`src/hw/rtl/avdp_pkg.sv`:
```
// ----------------------------------------------------------------------------
// avdp_pkg
// Shared widths, register codes, configuration record and helpers for the
// velocity predictor datapath.
// ----------------------------------------------------------------------------
package avdp_pkg;

	localparam int DATA_W         = 32;  // velocity words, signed fixed point
	localparam int CFG_W          = 32;  // coefficient registers, unsigned
	localparam int CFG_IDX_W      = 3;
	localparam int NUM_REGS       = 5;
	localparam int GUARD_W        = 48;  // saturation range of every product
	localparam int LAP_W          = 34;  // neighbour differences and laplacian sums
	localparam int DIFF_W         = GUARD_W + 2;
	localparam int E_W            = GUARD_W + 3;
	localparam int PIPE_DEPTH     = 14;
	localparam int FRAC_BITS_DEF  = 16;

	localparam logic [CFG_W-1:0] TIME_STEP_RST   = 32'd66;
	localparam logic [CFG_W-1:0] HALF_INV_DX_RST = 32'd65536;
	localparam logic [CFG_W-1:0] HALF_INV_DY_RST = 32'd65536;
	localparam logic [CFG_W-1:0] VISC_DX_RST     = 32'd65536;
	localparam logic [CFG_W-1:0] VISC_DY_RST     = 32'd65536;

	typedef enum logic [CFG_IDX_W-1:0] {
		REG_TIME_STEP   = 3'd0,
		REG_HALF_INV_DX = 3'd1,
		REG_HALF_INV_DY = 3'd2,
		REG_VISC_DX     = 3'd3,
		REG_VISC_DY     = 3'd4
	} cfg_reg_t;

	typedef struct packed {
		logic [CFG_W-1:0] time_step;
		logic [CFG_W-1:0] half_inv_dx;
		logic [CFG_W-1:0] half_inv_dy;
		logic [CFG_W-1:0] visc_over_dx_sq;
		logic [CFG_W-1:0] visc_over_dy_sq;
	} cfg_regs_t;

	// sign and magnitude back to two's complement
	function automatic logic signed [GUARD_W:0] sm_to_s(input logic neg,
			input logic [GUARD_W-1:0] mag);
		logic signed [GUARD_W:0] m;
		m = $signed({1'b0, mag});
		return neg ? -m : m;
	endfunction

endpackage

```
`src/hw/rtl/avdp_cfg.sv`:
```
// ----------------------------------------------------------------------------
// avdp_cfg
// Coefficient register file: dt, gradient and viscosity scales.
// ----------------------------------------------------------------------------
module avdp_cfg
	import avdp_pkg::*;
(
	input  logic                 clk,
	input  logic                 arst_n,
	input  logic                 wr_valid,
	output logic                 wr_ready,
	input  logic [CFG_IDX_W-1:0] wr_index,
	input  logic [CFG_W-1:0]     wr_data,
	output cfg_regs_t            regs
);

	cfg_regs_t regs_q;
	cfg_reg_t  idx;

	assign idx      = cfg_reg_t'(wr_index);
	assign wr_ready = 1'b1;

	always_ff @(posedge clk or negedge arst_n) begin
		if (!arst_n) begin
			regs_q.time_step       <= TIME_STEP_RST;
			regs_q.half_inv_dx     <= HALF_INV_DX_RST;
			regs_q.half_inv_dy     <= HALF_INV_DY_RST;
			regs_q.visc_over_dx_sq <= VISC_DX_RST;
			regs_q.visc_over_dy_sq <= VISC_DY_RST;
		end else if (wr_valid && wr_ready) begin
			case (idx)
				REG_TIME_STEP:   regs_q.time_step       <= wr_data;
				REG_HALF_INV_DX: regs_q.half_inv_dx     <= wr_data;
				REG_HALF_INV_DY: regs_q.half_inv_dy     <= wr_data;
				REG_VISC_DX:     regs_q.visc_over_dx_sq <= wr_data;
				REG_VISC_DY:     regs_q.visc_over_dy_sq <= wr_data;
				default: ;
			endcase
		end
	end

	assign regs = regs_q;

	a_dt_write: assert property (@(posedge clk) disable iff (!arst_n)
		wr_valid && wr_ready && idx == REG_TIME_STEP |=> regs_q.time_step == $past(wr_data))
		else $error("time step write lost");

	a_unknown_ignored: assert property (@(posedge clk) disable iff (!arst_n)
		wr_valid && wr_ready && wr_index >= CFG_IDX_W'(NUM_REGS) |=> $stable(regs_q))
		else $error("write to unknown index changed a register");

endmodule

```
`config.mk`:
```
export PLATFORM = sky130hd
export DESIGN_NAME = avdp_cfg
export DESIGN_NICKNAME = d
export VERILOG_FILES = /design/src/hw/rtl/avdp_pkg.sv /design/src/hw/rtl/avdp_cfg.sv
export SDC_FILE = /design/constraint.sdc
export NUM_CORES = 1
export LEC_CHECK = 0
export BUFFER_PORTS_ARGS = -buffer_cell sky130_fd_sc_hd__buf_2
export CORE_MARGIN = 3
export CORE_UTILIZATION = 54
export DETAILED_ROUTE_END_ITERATION = 10
export PLACE_DENSITY_LB_ADDON = 0.1
export SLEW_MARGIN = 20
export SYNTH_ARGS = -nofsm -noshare
export SYNTH_HDL_FRONTEND = slang
export SYNTH_SLANG_ARGS = --single-unit
```
`constraint.sdc`:
```
create_clock -name clk -period 1.4 [get_ports clk]
set_input_delay 0.21 -clock clk [delete_from_list [all_inputs] [get_ports clk]]
set_output_delay 0.21 -clock clk [all_outputs]
set_load 0.02 [all_outputs]
```
==> results.yml <==
power:
  leakage_nw: 3.95
  p_sw_mw: 4.56
  clkPwrFrac_pct: 32.0
  p_int_mw: 10.3
  p_total_mw: 14.9
  swShare_pct: 30.7
  seq_power_share_pct: 41.7
  ir_worst_vdd_uv: 889
  powerDensity_nw_per_um2: 1800
  combPwrFrac_pct: 26.3
worst_setup_path:
  cp-start-kind: "register"
  cp.required_ns: 1.19
  cp.arrival_ns: 1.18
  cp_cell_sequence: "buf_6"
  path_buf_inv: 1
  path_delay_family: "flip-flops"
  crit_path_end_kind: "primary output"
  slowest_delay_ns: 0.54
  critPathKind: "reg2out"
  crit_path_top_delay_cell: "dfstp_2"
  crit_path_max_fanout: 2
route:
  drtIter0Drc: 142
  wl_per_cell_um: 19.0
  vias_per_cell: 5.16
  remaining_drc_errors: 0
  num_vias: 3833
  drt-pass1-iter-count: 4
  route.antenna.remaining_nets: 0
  drt_wl_total_um: 14100
placement:
  dp.cells: 679
  portBuffers: 197
  post-dp-hpwl_um: 9760
  place_congestion: 0.778
clocking:
  cts_max_path_buffers: 2
  cts.sinks: 160
  numCtsBuffers: 17
  clk_pin_slew_ns: 0.06
  clkLatencyLatePin_ns: 0.52
  tritoncts: "yes"
  post_cts_buffers: 0
  htree_levels: 4
  cts-root-buf: "clkbuf_8"
cells_and_area:
  largest_reg_flops: 160
  syn2layout_area_growth_pct: 36.7
  layout_commonest_cell: "buf_2"
  antenna_cells: 0
  fin_cells: 743
  layout-drive-gt1-share_pct: 66.2
  final_cell_mix: "buf_2, dfrtp_1, mux2_2"
  nets: 628
timing:
  hold_viol: 0
  rsz0062_at_grt: "yes"
  setup_violations: 0
  period_share_pct: 98.9
  report.final.slew_viol_count: 0
  fin_crit_ns: 1.39
  fmax_ghz: 0.722
  final.setup.tns_ns: 0
  final.setup_skew_ns: 0
synth:
  synthesis.area_um2: 6050
  ys_seq_area_share_pct: 66.3
  synth_top_area_share_pct: 63.7
  synth_fp_nets: 383
  synth_cell_types: 11
  synth_area_per_cell_um2: 17.5
  synth_area_leader_cell: "dfrtp_1"
  synth_area_leaders: "dfrtp_1, mux2_2, dfstp_2, buf_6, mux2_1"
  yosysWarnings: 0
  syn-instance-count: 345
  synth_seq_cells: 160
floorplan:
  io_pins: 199
  dieHeight_um: 112
  start_util_pct: 55.6
  rows: 38
  die_area_um2: 12500
  coreArea_um2: 10900
  fp.dieW_um: 112
hold_path:
  hp-class: "in2reg"
grt:
  overflow: 0
  grt_pass1_wl_um: 22800
  grt_pass1_vias: 4216
  antenna_found_initial: 0
  grt_max_degree: 49
  grtUsageTotal_pct: 23.8
flow_run:
  maxCapViolations: 0
outcome:
  status: "finished clean"
[cell usage after synthesis]
cell        n
dfstp_2     6
buf_4       1
nand4b_1    1
buf_2       6
nor4b_4     1
buf_6      12
conb_1      1
nor4bb_1    3
dfrtp_1   154
mux2_2    148
mux2_1     12
[repair_timing]
action	in CTS	in global routing
hold endpoints to repair	223	0
gates resized for setup	12	0
setup endpoints to repair	6	6
hold buffers	32	0
pin swaps	0	0
[routing by layer]
metal  part of all wire, %  global-route usage, %  routed length (µm)
met2                    51                   40.2                7240
met1                    40                   28.0                5590
met3                   7.4                   8.70                1050
met4                   1.9                   8.60                 267
met5                     0                      0                   0
[area by class of cell]
| cell class | instances | area, µm² |
|---|---|---|
| clock buffer | 23 | 457 |
| sequential | 160 | 4010 |
| tap | 140 | 175 |
| multi-input combinational | 166 | 1910 |
| timing repair buffer | 245 | 1560 |
| fill | 699 | 2620 |
| clock inverter | 9 | 156 |
[worst paths after layout]
path	start	cells after the start	slack (ns)	to
worst min-delay path	wr_data[31]	2	0.03	regs[31]$_DFFE_PN0P_
worst max-delay path	regs[48]$_DFFE_PN1P_	1	0.01	regs[48]
worst min register to register	regs[154]$_DFFE_PN0P_	1	0.49	regs[154]$_DFFE_PN0P_
max in group asynchronous	arst_n	3	0.60	regs[86]$_DFFE_PN0P_
worst max register to register	regs[40]$_DFFE_PN0P_	1	0.60	regs[40]$_DFFE_PN0P_
min in group asynchronous	arst_n	2	0.19	regs[51]$_DFFE_PN0P_
[stage by stage]
stage / setup slack [ns] / util [%] / area, µm² / hold slack, ns
global placement: -0.163 / 67.0 / 7300 / 0.175
CTS: -0.0127 / 76.0 / 8270 / 0.00284
floorplan: 0.142 / - / 6050 / -0.0856
detailed placement: -0.214 / 67.0 / 7300 / 0.181
global route: -0.0434 / 76.0 / 8270 / 0.0245
finish: 0.0148 / 76.0 / 8270 / 0.0313
[power groups by stage]
| stage | combinational, mW | clock, mW | sequential (mW) |
|---|---|---|---|
| after floorplan | 0.954 | 0 | 7.52 |
| after global placement | 3.75 | 0 | 6.21 |
| after detailed placement | 3.83 | 0 | 6.26 |
| after CTS | 3.95 | 4.82 | 6.20 |
| after global routing | 4.14 | 5.04 | 6.33 |
| final | 3.91 | 4.75 | 6.20 |
[cells by family (layout without fill, tap and decap cells)]
| logic type | count (synthesis) | count (layout) | synth area share [%] |
|---|---|---|---|
| buf+inv | 19 | 277 | 2.85 |
| mux | 160 | 160 | 29.8 |
| flops | 160 | 160 | 66.3 |
| simple gates | 5 | 5 | 1.03 |
| other cells | 1 | 1 | 0.0620 |
Note: power is estimated with default switching activity, not from simulation.
